===== config.mk =====
export PLATFORM = sky130hd
export DESIGN_NAME = api_frame_receiver
export DESIGN_NICKNAME = d
export VERILOG_FILES = /design/src/afr_pkg.sv /design/src/afr_front.sv /design/src/afr_queue.sv /design/src/afr_back.sv /design/src/api_frame_receiver.sv
export SDC_FILE = /design/constraint.sdc
export NUM_CORES = 1
export LEC_CHECK = 0
export ABC_AREA = 0
export BUFFER_PORTS_ARGS = -buffer_cell sky130_fd_sc_hd__buf_2
export CAP_MARGIN = 20
export CORE_MARGIN = 2
export CORE_UTILIZATION = 40
export CTS_BUF_LIST = sky130_fd_sc_hd__clkbuf_8
export DETAILED_ROUTE_END_ITERATION = 16
export GPL_TIMING_DRIVEN = 0
export HOLD_SLACK_MARGIN = 0.03
export PLACE_DENSITY = 0.53
export SETUP_SLACK_MARGIN = 0.3
export SLEW_MARGIN = 15
export SYNTH_ARGS = -nofsm -noshare
export SYNTH_HDL_FRONTEND = slang
export SYNTH_HIERARCHICAL = 1
export SYNTH_SLANG_ARGS = --single-unit

===== constraint.sdc =====
create_clock -name clock -period 3.58 [get_ports clock]
set_input_delay 0.179 -clock clock [delete_from_list [all_inputs] [get_ports clock]]
set_output_delay 0.179 -clock clock [all_outputs]
set_load 0.01 [all_outputs]

===== src/afr_pkg.sv =====
// Shared constants, types and codes for the API frame receiver.
package afr_pkg;

   localparam int BUF_BYTES    = 64;
   localparam int IDX_W        = $clog2(BUF_BYTES);
   localparam int CNT_W        = $clog2(BUF_BYTES + 1);
   localparam int ADDR_W       = IDX_W + 1;
   localparam int MEM_DEPTH    = 2 ** ADDR_W;
   localparam int QUEUE_DEPTH  = 2;
   localparam int QPTR_W       = $clog2(QUEUE_DEPTH);
   localparam int QCNT_W       = $clog2(QUEUE_DEPTH + 1);
   localparam int LEN_W        = 16;
   localparam int TOTAL_W      = LEN_W + 1;
   localparam int CSR_IDX_W    = 8;

   localparam logic [7:0] START_BYTE    = 8'h7E;
   localparam logic [7:0] AT_TYPE_RST   = 8'h88;
   localparam logic [7:0] DATA_TYPE_RST = 8'h81;
   localparam int         HEADER_EXTRA  = 3;

   localparam logic [CSR_IDX_W-1:0] CSR_AT_RESPONSE_TYPE = CSR_IDX_W'(0);
   localparam logic [CSR_IDX_W-1:0] CSR_DATA_FRAME_TYPE  = CSR_IDX_W'(1);

   typedef enum logic [2:0] {
      PH_HUNT,
      PH_LEN_HI,
      PH_LEN_LO,
      PH_TYPE,
      PH_BODY
   } phase_type;

   typedef struct packed {
      logic             err;
      logic             kind;
      logic             bank;
      logic [CNT_W-1:0] count;
   } job_type;

   typedef struct packed {
      logic              en;
      logic [ADDR_W-1:0] addr;
      logic [7:0]        data;
   } wr_type;

endpackage


===== src/afr_front.sv =====
// Front end: configuration registers, frame parser and frame buffer writes.
module afr_front (
   input  logic                          clock,
   input  logic                          reset,
   input  logic                          req_valid,
   output logic                          req_ready,
   input  logic [7:0]                    req_rx_byte,
   input  logic                          csr_valid,
   input  logic [afr_pkg::CSR_IDX_W-1:0] csr_index,
   input  logic [7:0]                    csr_data,
   input  logic                          queue_full,
   output afr_pkg::wr_type               wr,
   output logic                          push,
   output afr_pkg::job_type              job
);
   import afr_pkg::*;

   phase_type          phase_ff, phase_in;
   logic [CNT_W-1:0]   cnt_ff, cnt_in;
   logic [LEN_W-1:0]   len_ff, len_in;
   logic               kind_ff, kind_in;
   logic               bank_ff, bank_in;
   logic [7:0]         at_type_ff, data_type_ff;
   logic               accept;
   logic [CNT_W-1:0]   cnt_st;
   logic [TOTAL_W-1:0] total;
   logic [LEN_W-1:0]   new_len;
   logic               can_store;

   assign req_ready = !queue_full;
   assign accept    = req_valid && req_ready;

   always_ff @(posedge clock) begin
      if (reset) begin
         at_type_ff   <= AT_TYPE_RST;
         data_type_ff <= DATA_TYPE_RST;
      end else if (csr_valid) begin
         if (csr_index == CSR_AT_RESPONSE_TYPE) begin
            at_type_ff <= csr_data;
         end
         if (csr_index == CSR_DATA_FRAME_TYPE) begin
            data_type_ff <= csr_data;
         end
      end
   end

   always_ff @(posedge clock) begin
      if (reset) begin
         phase_ff <= PH_HUNT;
         cnt_ff   <= '0;
         len_ff   <= '0;
         kind_ff  <= 1'b0;
         bank_ff  <= 1'b0;
      end else begin
         phase_ff <= phase_in;
         cnt_ff   <= cnt_in;
         len_ff   <= len_in;
         kind_ff  <= kind_in;
         bank_ff  <= bank_in;
      end
   end

   always_comb begin
      phase_in  = phase_ff;
      cnt_in    = cnt_ff;
      len_in    = len_ff;
      kind_in   = kind_ff;
      bank_in   = bank_ff;
      push      = 1'b0;
      job       = '0;
      can_store = cnt_ff < CNT_W'(BUF_BYTES);
      cnt_st    = can_store ? cnt_ff + CNT_W'(1) : cnt_ff;
      total     = TOTAL_W'(len_ff) + TOTAL_W'(HEADER_EXTRA);
      new_len   = {len_ff[LEN_W-1:8], req_rx_byte};
      wr.en     = 1'b0;
      wr.addr   = {bank_ff, cnt_ff[IDX_W-1:0]};
      wr.data   = req_rx_byte;
      job.bank  = bank_ff;
      job.count = cnt_st;
      job.kind  = kind_ff;
      if (accept) begin
         case (phase_ff)
            PH_LEN_HI: begin
               wr.en    = can_store;
               cnt_in   = cnt_st;
               len_in   = {req_rx_byte, 8'h00};
               phase_in = PH_LEN_LO;
            end
            PH_LEN_LO: begin
               wr.en  = can_store;
               cnt_in = cnt_st;
               len_in = new_len;
               if (TOTAL_W'(new_len) + TOTAL_W'(HEADER_EXTRA) > TOTAL_W'(BUF_BYTES)) begin
                  push     = 1'b1;
                  job.err  = 1'b1;
                  cnt_in   = '0;
                  phase_in = PH_HUNT;
               end else begin
                  phase_in = PH_TYPE;
               end
            end
            PH_TYPE: begin
               wr.en  = can_store;
               cnt_in = cnt_st;
               if (req_rx_byte == at_type_ff || req_rx_byte == data_type_ff) begin
                  kind_in  = (req_rx_byte != at_type_ff);
                  job.kind = kind_in;
                  if (TOTAL_W'(cnt_st) >= total) begin
                     push     = 1'b1;
                     bank_in  = !bank_ff;
                     cnt_in   = '0;
                     phase_in = PH_HUNT;
                  end else begin
                     phase_in = PH_BODY;
                  end
               end else begin
                  cnt_in   = '0;
                  phase_in = PH_HUNT;
               end
            end
            PH_BODY: begin
               wr.en  = can_store;
               cnt_in = cnt_st;
               if (TOTAL_W'(cnt_st) >= total || cnt_st >= CNT_W'(BUF_BYTES)) begin
                  push     = 1'b1;
                  bank_in  = !bank_ff;
                  cnt_in   = '0;
                  phase_in = PH_HUNT;
               end
            end
            default: begin
               phase_in = PH_HUNT;
               if (req_rx_byte == START_BYTE) begin
                  wr.en    = 1'b1;
                  wr.addr  = {bank_ff, {IDX_W{1'b0}}};
                  cnt_in   = CNT_W'(1);
                  phase_in = PH_LEN_HI;
               end
            end
         endcase
      end
   end

endmodule


===== src/afr_queue.sv =====
// Short job queue between the parser and the frame emitter.
module afr_queue (
   input  logic             clock,
   input  logic             reset,
   input  logic             push,
   input  afr_pkg::job_type push_job,
   input  logic             pop,
   output logic             head_valid,
   output afr_pkg::job_type head,
   output logic             full
);
   import afr_pkg::*;

   job_type           ent_ff [QUEUE_DEPTH];
   logic [QPTR_W-1:0] wp_ff, wp_in;
   logic [QPTR_W-1:0] rp_ff, rp_in;
   logic [QCNT_W-1:0] cnt_ff, cnt_in;

   assign head_valid = cnt_ff != '0;
   assign head       = ent_ff[rp_ff];
   assign full       = cnt_ff == QCNT_W'(QUEUE_DEPTH);

   always_comb begin
      wp_in  = wp_ff;
      rp_in  = rp_ff;
      cnt_in = cnt_ff;
      if (push) begin
         wp_in = (wp_ff == QPTR_W'(QUEUE_DEPTH - 1)) ? '0 : wp_ff + QPTR_W'(1);
      end
      if (pop) begin
         rp_in = (rp_ff == QPTR_W'(QUEUE_DEPTH - 1)) ? '0 : rp_ff + QPTR_W'(1);
      end
      if (push && !pop) begin
         cnt_in = cnt_ff + QCNT_W'(1);
      end else if (pop && !push) begin
         cnt_in = cnt_ff - QCNT_W'(1);
      end
   end

   always_ff @(posedge clock) begin
      if (reset) begin
         wp_ff  <= '0;
         rp_ff  <= '0;
         cnt_ff <= '0;
      end else begin
         wp_ff  <= wp_in;
         rp_ff  <= rp_in;
         cnt_ff <= cnt_in;
      end
   end

   always_ff @(posedge clock) begin
      if (push) begin
         ent_ff[wp_ff] <= push_job;
      end
   end

endmodule


===== src/afr_back.sv =====
// Back end: two-bank frame buffer and the result beat emitter.
module afr_back (
   input  logic             clock,
   input  logic             reset,
   input  afr_pkg::wr_type  wr,
   input  logic             head_valid,
   input  afr_pkg::job_type head,
   output logic             pop,
   output logic             rsp_valid,
   input  logic             rsp_ready,
   output logic [7:0]       rsp_frame_byte,
   output logic             rsp_frame_kind,
   output logic             rsp_status,
   output logic             rsp_last
);
   import afr_pkg::*;

   logic [7:0]       store_mem [MEM_DEPTH];
   logic [7:0]       rdata_ff;
   logic [IDX_W-1:0] ptr_ff, ptr_in;
   logic             pend_ff, pend_in;
   logic             p_err_ff, p_err_in;
   logic             p_last_ff, p_last_in;
   logic             p_kind_ff, p_kind_in;
   logic             rsp_valid_ff, rsp_valid_in;
   logic [7:0]       byte_ff;
   logic             kind_ff, status_ff, last_ff;
   logic             load, issue, last_rd;

   assign rsp_valid      = rsp_valid_ff;
   assign rsp_frame_byte = byte_ff;
   assign rsp_frame_kind = kind_ff;
   assign rsp_status     = status_ff;
   assign rsp_last       = last_ff;

   always_comb begin
      load         = pend_ff && (!rsp_valid_ff || rsp_ready);
      issue        = head_valid && (!pend_ff || load);
      last_rd      = head.err || (CNT_W'(ptr_ff) + CNT_W'(1) == head.count);
      pop          = issue && last_rd;
      ptr_in       = ptr_ff;
      pend_in      = pend_ff;
      p_err_in     = p_err_ff;
      p_last_in    = p_last_ff;
      p_kind_in    = p_kind_ff;
      rsp_valid_in = rsp_valid_ff;
      if (rsp_valid_ff && rsp_ready) begin
         rsp_valid_in = 1'b0;
      end
      if (load) begin
         rsp_valid_in = 1'b1;
         pend_in      = 1'b0;
      end
      if (issue) begin
         pend_in   = 1'b1;
         p_err_in  = head.err;
         p_last_in = last_rd;
         p_kind_in = head.kind && !head.err;
         ptr_in    = last_rd ? '0 : ptr_ff + IDX_W'(1);
      end
   end

   always_ff @(posedge clock) begin
      if (reset) begin
         ptr_ff       <= '0;
         pend_ff      <= 1'b0;
         rsp_valid_ff <= 1'b0;
      end else begin
         ptr_ff       <= ptr_in;
         pend_ff      <= pend_in;
         rsp_valid_ff <= rsp_valid_in;
      end
   end

   always_ff @(posedge clock) begin
      p_err_ff  <= p_err_in;
      p_last_ff <= p_last_in;
      p_kind_ff <= p_kind_in;
      if (load) begin
         byte_ff   <= p_err_ff ? 8'h00 : rdata_ff;
         kind_ff   <= p_kind_ff;
         status_ff <= p_err_ff;
         last_ff   <= p_last_ff;
      end
   end

   always_ff @(posedge clock) begin
      if (wr.en) begin
         store_mem[wr.addr] <= wr.data;
      end
      if (issue && !head.err) begin
         rdata_ff <= store_mem[{head.bank, ptr_ff}];
      end
   end

endmodule


===== src/api_frame_receiver.sv =====
// Top level of the API frame receiver: parser, job queue and frame emitter.
//
// Serial bytes enter one beat per cycle while req_ready is high. The parser
// hunts for the 0x7E start byte, reads a 16-bit length and a type byte, and
// stores the frame in one of two 64-byte buffer banks. A finished frame of n
// bytes (4 to 64) leaves as n result beats, one per cycle while the sink is
// ready, through a buffer read register and an output register; a frame too
// long for a bank leaves as one error beat. Input beats are taken while fewer
// than two finished frames or errors wait in the two-entry job queue, so the
// parser can fill one bank while the other is being emitted. Configuration
// writes are always taken and need no clearing pass after reset.
module api_frame_receiver (
   input  logic                          clock,
   input  logic                          reset,
   input  logic                          req_valid,
   output logic                          req_ready,
   input  logic [7:0]                    req_rx_byte,
   output logic                          rsp_valid,
   input  logic                          rsp_ready,
   output logic [7:0]                    rsp_frame_byte,
   output logic                          rsp_frame_kind,
   output logic                          rsp_status,
   output logic                          rsp_last,
   input  logic                          csr_valid,
   output logic                          csr_ready,
   input  logic [afr_pkg::CSR_IDX_W-1:0] csr_index,
   input  logic [7:0]                    csr_data
);
   import afr_pkg::*;

   wr_type  wr;
   job_type push_job, head;
   logic    push, pop, head_valid, queue_full;

   assign csr_ready = 1'b1;

   afr_front u_front (
      .clock      (clock),
      .reset      (reset),
      .req_valid  (req_valid),
      .req_ready  (req_ready),
      .req_rx_byte(req_rx_byte),
      .csr_valid  (csr_valid),
      .csr_index  (csr_index),
      .csr_data   (csr_data),
      .queue_full (queue_full),
      .wr         (wr),
      .push       (push),
      .job        (push_job)
   );

   afr_queue u_queue (
      .clock     (clock),
      .reset     (reset),
      .push      (push),
      .push_job  (push_job),
      .pop       (pop),
      .head_valid(head_valid),
      .head      (head),
      .full      (queue_full)
   );

   afr_back u_back (
      .clock         (clock),
      .reset         (reset),
      .wr            (wr),
      .head_valid    (head_valid),
      .head          (head),
      .pop           (pop),
      .rsp_valid     (rsp_valid),
      .rsp_ready     (rsp_ready),
      .rsp_frame_byte(rsp_frame_byte),
      .rsp_frame_kind(rsp_frame_kind),
      .rsp_status    (rsp_status),
      .rsp_last      (rsp_last)
   );

endmodule

==> metrics.md, run 1 <==
| Metric | Value |
|---|---|
| Status | `complete, no violations` |
| WHS | `0.123 ns` |
| Buf/Inv on CP | `2` |
| Mapped Cells | `2261` |
| Worst EP required | `4.17 ns` |
| Final core occ | `47.7%` |
| Register bit count reported by yosys | `1123` |
| Placed insts | `3791` |
| FF-to-FF End | `u_back/rdata_ff[0]` |
| Met3 WL | `7820 um` |
| Fill cells | `9266` |
| Top-Level Pins | `43` |
| Drt wl/cell | `27.2 um` |
| Yosys Warn Count | `6` |
| Hold EP | `u_front/at_type_ff[1]` |
| Chip width | `337 um` |
| Peak VDD IR | `0.250 mV` |
| Clock Latency Late Sink | `0.86 ns` |
| Syn Std Cell Area | `44300 um^2` |
| Dpl cell area | `46500 um^2` |
| Post-synth EDFFs | `1066` |
| Routed wire length | `115000 um` |
| Initial antenna violation count | `6` |
| Net Count, Synth | `2299` |
| GR Overflow Total | `0` |
| PortBufs | `37` |
| CTS buffer count | `181` |
| Hold depth | `4` |
| Sw Share | `24.4%` |
| CP Launch Type | `flop` |
| GPL Wtd Cong | `0.876` |
| Largest net degree at the start of global routing | `129` |
| WL met2 | `55800 um` |
| Core footprint | `110000 um^2` |
| Register-to-Register Path Depth | `7` |
| CTS tree | `built` |
| Worst R2R Start | `u_back/ptr_ff[2]` |
| Ys flop type | `edfxtp_1` |
| Residual DRC | `0` |
| Max FO, Critical Path | `10` |
| Leak Pwr | `16.1 nW` |
| Via count | `23300` |
| Syn avg cell area | `19.6 um^2` |
| Clock Sinks | `1123` |
| Synthesis-to-layout area growth | `18.6%` |
| Logic pwr share | `12.1%` |
| Commonest non-fill, non-tap cell in the layout | `edfxtp_1` |
| Final hold vios | `0` |
| Max incr delay on CP | `0.52 ns` |
| Post-synthesis sequential area ratio | `74.8%` |
| Final cell count without fillers | `4218` |
| Arrival time at the worst endpoint | `3.88 ns` |
| Hold path start | `csr_data[1]` |
| Post-DP HPWL | `71300 um` |
| Cell area after layout | `52500 um^2` |
| Initial Util | `40.2%` |
| Switch Pwr | `6.88 mW` |
| Root Driver | `clkbuf_8` |
| Worst slew margin | `15.1%` |
| CTS H-tree lvls | `4` |
| Kind of critical path | `reg2reg` |
| Crit-path cells | `clkdlybuf4s15_2, buf_2, mux4_2, mux2_2, o22ai_1, o22ai_1, or3_1` |
| Vias in the first global route | `23900` |
| GRT Util Overall | `20.4%` |
| Async SR Flop Fraction | `0%` |
| CTS max path bufs | `3` |
| Slew Limit Fails | `0` |
| CP most frequent cell | `o22ai_1` |
| Routed vias/inst | `5.51` |
| CP max stage cell | `clkdlybuf4s15_2` |
| Pwr Density | `536 nW/um^2` |
| Final setup viols | `0` |
| Clock share of power | `36.2%` |
| FF+latch area | `33200 um^2` |
| Chip Height | `337 um` |
| Worst setup EP type | `flop` |
| Peak Freq | `0.305 GHz` |
| Final WS setup | `0.297 ns` |
| DIE AREA | `113000 um^2` |
| Max_cap viols | `0` |
| M1 wire length | `48700 um` |
| First-pass GRT wire length | `165000 um` |
| Worst-margin pin slew | `1.27 ns` |
| Worst hold path class | `in2reg` |
| Iter 0 DRT Violations | `2269` |
| Worst-path clk slew | `0.06 ns` |
| RSZ-0062 raised after global routing | `true` |
| Worst slack, placed | `-1.11 ns` |
| Clock Skews | `0.0507 ns` |
| DR top layer | `met4` |
| Netlist cell types | `72` |
| Post-route ant nets | `0` |
| FF-to-FF setup slack | `0.30 ns` |
| Final period demand of the worst path | `3.28 ns` |
| Most frequent cells in the layout | `edfxtp_1, mux4_2, clkbuf_8, nor2_4, o22ai_1` |
| Fin crit share | `91.7%` |
| Cell Rows | `122` |
| Share of power burned in registers | `51.6%` |
| Layout Nets | `2617` |
| Area of the multi-input gates | `11800 um^2` |
| Detailed-router iteration count before antenna repair | `5` |
| Share of post-route cells with drive strength above 1 | `34.3%` |
| Crit-path leading delay family | `buffers and inverters` |
| Internal Power | `21.3 mW` |
-- worst max path at each step --
stage,startpoint,endpoint,cells after the start
after floorplan,u_front/cnt_ff[6],u_queue/cnt_ff[1],15
after global placement,req_rx_byte[1],u_back/store_mem[109][0],11
after detailed placement,req_rx_byte[1],u_back/store_mem[37][0],11
after CTS,u_back/ptr_ff[2],u_back/rdata_ff[4],7
after global routing,u_back/ptr_ff[2],u_queue/cnt_ff[1],14
final,u_back/ptr_ff[2],u_back/rdata_ff[0],7
-- metal layers --
metal	GRT usage [%]	up-vias
met1	28.1	12300
met2	33.0	832
met3	4.03	170
met5	0	-
met4	5.97	0
li1	-	9982
-- cell usage after synthesis (3+ instances only) --
master | n | share of area [%]
nor4_1 | 21 | 0.30
dfxtp_1 | 57 | 2.6
nor3_1 | 14 | 0.16
o21ai_0 | 30 | 0.34
buf_6 | 8 | 0.20
a22oi_1 | 12 | 0.20
o31ai_1 | 4 | 0.068
and2_1 | 3 | 0.042
nor2b_1 | 36 | 0.51
or2_2 | 9 | 0.13
nor3b_1 | 3 | 0.051
nor2_1 | 181 | 1.5
edfxtp_1 | 1066 | 72
ha_1 | 9 | 0.25
a21oi_1 | 19 | 0.21
o311ai_0 | 6 | 0.12
nand4_1 | 5 | 0.071
xnor2_1 | 11 | 0.22
mux2_2 | 43 | 1.1
buf_1 | 11 | 0.093
or4_1 | 8 | 0.14
o211ai_1 | 9 | 0.15
nand2b_1 | 8 | 0.11
nand3_1 | 29 | 0.33
nand3b_1 | 9 | 0.15
mux4_2 | 253 | 13
buf_4 | 25 | 0.42
a211o_1 | 6 | 0.12
inv_1 | 13 | 0.11
mux4_1 | 3 | 0.18
xor2_1 | 25 | 0.49
or3b_2 | 3 | 0.059
o22ai_1 | 106 | 1.5
mux2i_1 | 14 | 0.32
nand2_1 | 51 | 0.43
buf_2 | 31 | 0.35
o21ai_1 | 3 | 0.034
a31oi_1 | 4 | 0.056
or3_1 | 23 | 0.32
clkbuf_1 | 52 | 0.44
-- layout make-up --
class	instances	area share [%]
buffer	129	1.82
clock buffer	188	4.93
inverter	13	0.0929
tap	1488	3.54
sequential	1123	63.1
clock inverter	137	1.41
multi-input combinational	996	22.4
antenna	9	0.0429
timing repair buffer	135	2.64
-- kinds of logic after synthesis --
family / count (synthesis) / share of synthesized area (%)
muxes: 315 / 14.5
xor gates and xnor gates: 38 / 0.802
AOI/OAI and AO/OA: 215 / 3.19
and+or+nand+nor: 418 / 4.70
buffers and inverters: 142 / 1.69
adders and majority gates: 9 / 0.254
other: 1 / 0.00847
DFF: 1123 / 74.8
-- stage by stage --
| step | TNS, ns | power (mW) |
|---|---|---|
| 2_1_floorplan | 0 | 17.2 |
| 3_3_place_gp | -760.24 | 18.2 |
| 3_5_place_dp | -608.75 | 18.2 |
| 4_1_cts | 0 | 28.5 |
| 5_1_grt | 0 | 29.2 |
| 6_report | 0 | 28.2 |
-- power by group through the flow --
stage               combinational (mW)  clock [mW]  sequential, mW
CTS                               3.48        10.5            14.5
global placement                  3.37           0            14.8
floorplan                         2.43           0            14.8
finish                            3.42        10.2            14.5
global route                      3.66        11.0            14.5
detailed placement                3.42           0            14.8
-- sequential cells by signal, summed over array words and instances, names as in the netlist, 2 cells and up, named ones only --
name / cells
u_back/store_mem: 1024
u_queue/ent_ff: 20
u_front/len_ff: 16
u_back/rdata_ff: 8
u_back/rsp_frame_byte: 8
u_front/at_type_ff: 8
u_front/data_type_ff: 8
u_front/cnt_ff: 7
u_back/ptr_ff: 6
u_front/phase_ff: 3
u_queue/cnt_ff: 2
-- tightest hold or removal path, delay by kind of cell --
kind	cells	cell delay (ns)
buffers and inverters	2	0.62
multiplexers	1	0.06
AND/OR/NAND/NOR	1	0.07
-- repair_timing --
action                                 4_1_cts  5_1_grt
setup endpoints to repair                 1058      945
buffers inserted                            52       10
hold buffers                                31        0
pin swaps                                   50       18
resized for setup                          339       64
endpoints found under the hold margin      328        0
No activity file was read; power rests on OpenSTA's default activity.
==> inputs of run 2 (changes only) <==
--- a/config.mk
+++ b/config.mk
@@ -8,13 +8,14 @@
 export ABC_AREA = 0
 export BUFFER_PORTS_ARGS = -buffer_cell sky130_fd_sc_hd__buf_2
 export CAP_MARGIN = 20
-export CORE_MARGIN = 2
+export CELL_PAD_IN_SITES_DETAIL_PLACEMENT = 0
+export CELL_PAD_IN_SITES_GLOBAL_PLACEMENT = 2
 export CORE_UTILIZATION = 40
 export CTS_BUF_LIST = sky130_fd_sc_hd__clkbuf_8
 export DETAILED_ROUTE_END_ITERATION = 16
 export GPL_TIMING_DRIVEN = 0
 export HOLD_SLACK_MARGIN = 0.03
-export PLACE_DENSITY = 0.53
+export PLACE_DENSITY = 0.64
 export SETUP_SLACK_MARGIN = 0.3
 export SLEW_MARGIN = 15
 export SYNTH_ARGS = -nofsm -noshare
==> run 2 against run 1 <==
Net effect:
- final cell count is 0.31% lower
- design area is 0.11% lower
- fmax shrank 1.3%
- setup slack worse by 0.045 ns
- largest cell class unchanged
- largest power group unchanged
==> metrics.md, run 2 (synthesis results as in run 1) <==
| Metric | Value |
|---|---|
| Status | `complete, no violations` |
| Commonest non-fill, non-tap cell in the layout | `edfxtp_1` |
| Dpl cell area | `46600 um^2 (+0.23%)` |
| Worst-margin pin slew | `1.19 ns (-0.0797 ns)` |
| Fin crit share | `93.0% (+1.2 points)` |
| Vias in the first global route | `24000 (+0.40%)` |
| Worst-path clk slew | `0.06 ns (about the same)` |
| Post-route ant nets | `0 (unchanged)` |
| Initial antenna violation count | `3 (-3)` |
| Routed wire length | `116000 um (+1.3%)` |
| Sw Share | `24.5% (+0.032 points)` |
| Largest net degree at the start of global routing | `129 (unchanged)` |
| Leak Pwr | `16.0 nW (-0.49%)` |
| GPL Wtd Cong | `0.906 (+3.4%)` |
| FF-to-FF setup slack | `0.25 ns (-0.04 ns)` |
| Chip Height | `335 um (-0.59%)` |
| Fill cells | `9268 (+0.022%)` |
| First-pass GRT wire length | `167000 um (+1.1%)` |
| CTS H-tree lvls | `4 (unchanged)` |
| Worst R2R Start | `u_back/ptr_ff[4]` |
| Slew Limit Fails | `0 (unchanged)` |
| Clock Skews | `0.0429 ns (-0.00787 ns)` |
| Top-Level Pins | `43 (unchanged)` |
| Worst setup EP type | `flop` |
| Hold EP | `u_front/data_type_ff[4]` |
| Via count | `23100 (-0.86%)` |
| Root Driver | `clkbuf_8` |
| Most frequent cells in the layout | `edfxtp_1, mux4_2, clkbuf_8, nor2_4, o22ai_1` |
| Core footprint | `109000 um^2 (-0.82%)` |
| DIE AREA | `112000 um^2 (-1.2%)` |
| CP Launch Type | `flop` |
| Synthesis-to-layout area growth | `18.4%` |
| Routed vias/inst | `5.48 (-0.56%)` |
| Area of the multi-input gates | `11800 um^2 (+0.14%)` |
| RSZ-0062 raised after global routing | `true` |
| Max FFs per register | `1024 (unchanged)` |
| Logic pwr share | `12.3% (+0.2 points)` |
| Layout Nets | `2616 (-0.038%)` |
| Hold depth | `4 (unchanged)` |
| CTS max path bufs | `3 (unchanged)` |
| FF-to-FF End | `u_back/rdata_ff[3]` |
| Largest reg by FF count | `u_back/store_mem` |
| Worst EP required | `4.29 ns (+0.12 ns)` |
| Final period demand of the worst path | `3.33 ns (+0.0446 ns)` |
| Clock share of power | `36.7% (+0.5 points)` |
| Peak VDD IR | `0.361 mV (+45%)` |
| Residual DRC | `0 (unchanged)` |
| Internal Power | `21.5 mW (+1.2%)` |
| Worst slew margin | `20.4% (+5.3 points)` |
| Arrival time at the worst endpoint | `4.03 ns (+0.15 ns)` |
| Hold path start | `csr_data[4]` |
| Worst hold path class | `in2reg` |
| GR Overflow Total | `0 (unchanged)` |
| Register-to-Register Path Depth | `8 (+1)` |
| Detailed-router iteration count before antenna repair | `5 (unchanged)` |
| Final setup viols | `0 (unchanged)` |
| CTS buffer count | `184 (+1.7%)` |
| Cell Rows | `121 (-0.82%)` |
| Iter 0 DRT Violations | `1653 (-27%)` |
| Peak Freq | `0.300 GHz (-1.3%)` |
| Fin Setup TNS | `0 ns (unchanged)` |
| FF+latch area | `33200 um^2 (about the same)` |
| GRT Util Overall | `21.0% (+0.57 points)` |
| Placed insts | `3787 (-0.11%)` |
| Clock Latency Late Sink | `0.85 ns (about the same)` |
| CTS tree | `built` |
| Final cell count without fillers | `4205 (-0.31%)` |
| Chip width | `335 um (-0.59%)` |
| Pwr Density | `543 nW/um^2 (+1.4%)` |
| Max FO, Critical Path | `10 (unchanged)` |
| WHS | `0.130 ns (+0.00760 ns)` |
| Drt wl/cell | `27.7 um (+1.7%)` |
| Switch Pwr | `6.97 mW (+1.4%)` |
| Kind of critical path | `reg2reg` |
| PortBufs | `37 (unchanged)` |
| Biggest regs | `u_back/store_mem (1024), u_queue/ent_ff (20), u_front/len_ff (16)` |
| Share of post-route cells with drive strength above 1 | `35.4% (+1.0 points)` |
| Final hold vios | `0 (unchanged)` |
| Initial Util | `40.5% (+0.33 points)` |
| Post-DP HPWL | `74900 um (+5.1%)` |
| Cell area after layout | `52500 um^2 (-0.11%)` |
| Max_cap viols | `0 (unchanged)` |
| Clock Sinks | `1123 (unchanged)` |
| Share of power burned in registers | `51.0% (-0.6 points)` |
run 2: metrics by stage:
| stage | utilization (%) | power [mW] | setup WS [ns] |
|---|---|---|---|
| floorplan | - | 17.2 | 0.367 |
| global placement | 42.4 | 18.2 | -1.35 |
| detailed placement | 42.6 | 18.3 | -0.999 |
| CTS | 47.3 | 28.8 | 0.0672 |
| global route | 48.0 | 29.6 | 0.199 |
| finish | 48.0 | 28.5 | 0.252 |
run 2: power by group through the flow:
| stage | registers, mW | clock network, mW | logic (mW) |
|---|---|---|---|
| after floorplan | 14.8 | 0 | 2.43 |
| after global placement | 14.8 | 0 | 3.39 |
| after detailed placement | 14.8 | 0 | 3.44 |
| after CTS | 14.5 | 10.8 | 3.51 |
| after global routing | 14.5 | 11.3 | 3.74 |
| final | 14.5 | 10.5 | 3.50 |
run 2: how the worst max path moves through the flow:
stage                      start                  endpoint  slack [ns]
2_1_floorplan  u_front/cnt_ff[6]         u_queue/cnt_ff[1]        0.37
3_3_place_gp      req_rx_byte[1]  u_back/store_mem[102][4]       -1.35
3_5_place_dp      req_rx_byte[1]   u_back/store_mem[89][3]        -1.0
4_1_cts         u_back/ptr_ff[4]        u_back/rdata_ff[4]        0.07
5_1_grt        u_queue/cnt_ff[0]   u_back/store_mem[84][6]        0.20
6_report        u_back/ptr_ff[4]        u_back/rdata_ff[3]        0.25
run 2: layout make-up:
cell class	instances	share of cell area, %
Inverter	13	0.0930
Clock inverter	149	1.66
Clock buffer	186	4.88
Buffer	129	1.76
Multi-Input combinational cell	996	22.4
Tap cell	1476	3.52
Antenna cell	2	0.00954
Timing Repair Buffer	131	2.42
Sequential cell	1123	63.2
run 2: worst max-delay path, stage by stage, from the launching register on:
cell and delay, ns:
dfxtp_1 0.41, buf_4 0.24, or3b_2 0.13, clkbuf_1 0.27, clkbuf_1 0.61, o22ai_1 0.22
or4_1 0.58, o22ai_1 0.50, or3_1 0.23
run 2: timing repair:
item | 4_1_cts | 5_1_grt
pin swaps | 25 | 25
setup buffers | 20 | 28
setup endpoints to repair | 1060 | 969
resized for setup | 294 | 121
hold endpoints to repair | 607 | 0
hold buffers | 32 | 0
run 2: metal layers:
layer / vias up / part of all wire (%) / track usage, %
li1: 9983 / - / -
met3: 169 / 5.5 / 3.78
met2: 636 / 49 / 34.5
met1: 12300 / 43 / 28.5
met5: - / 0 / 0
met4: 0 / 2.5 / 6.29
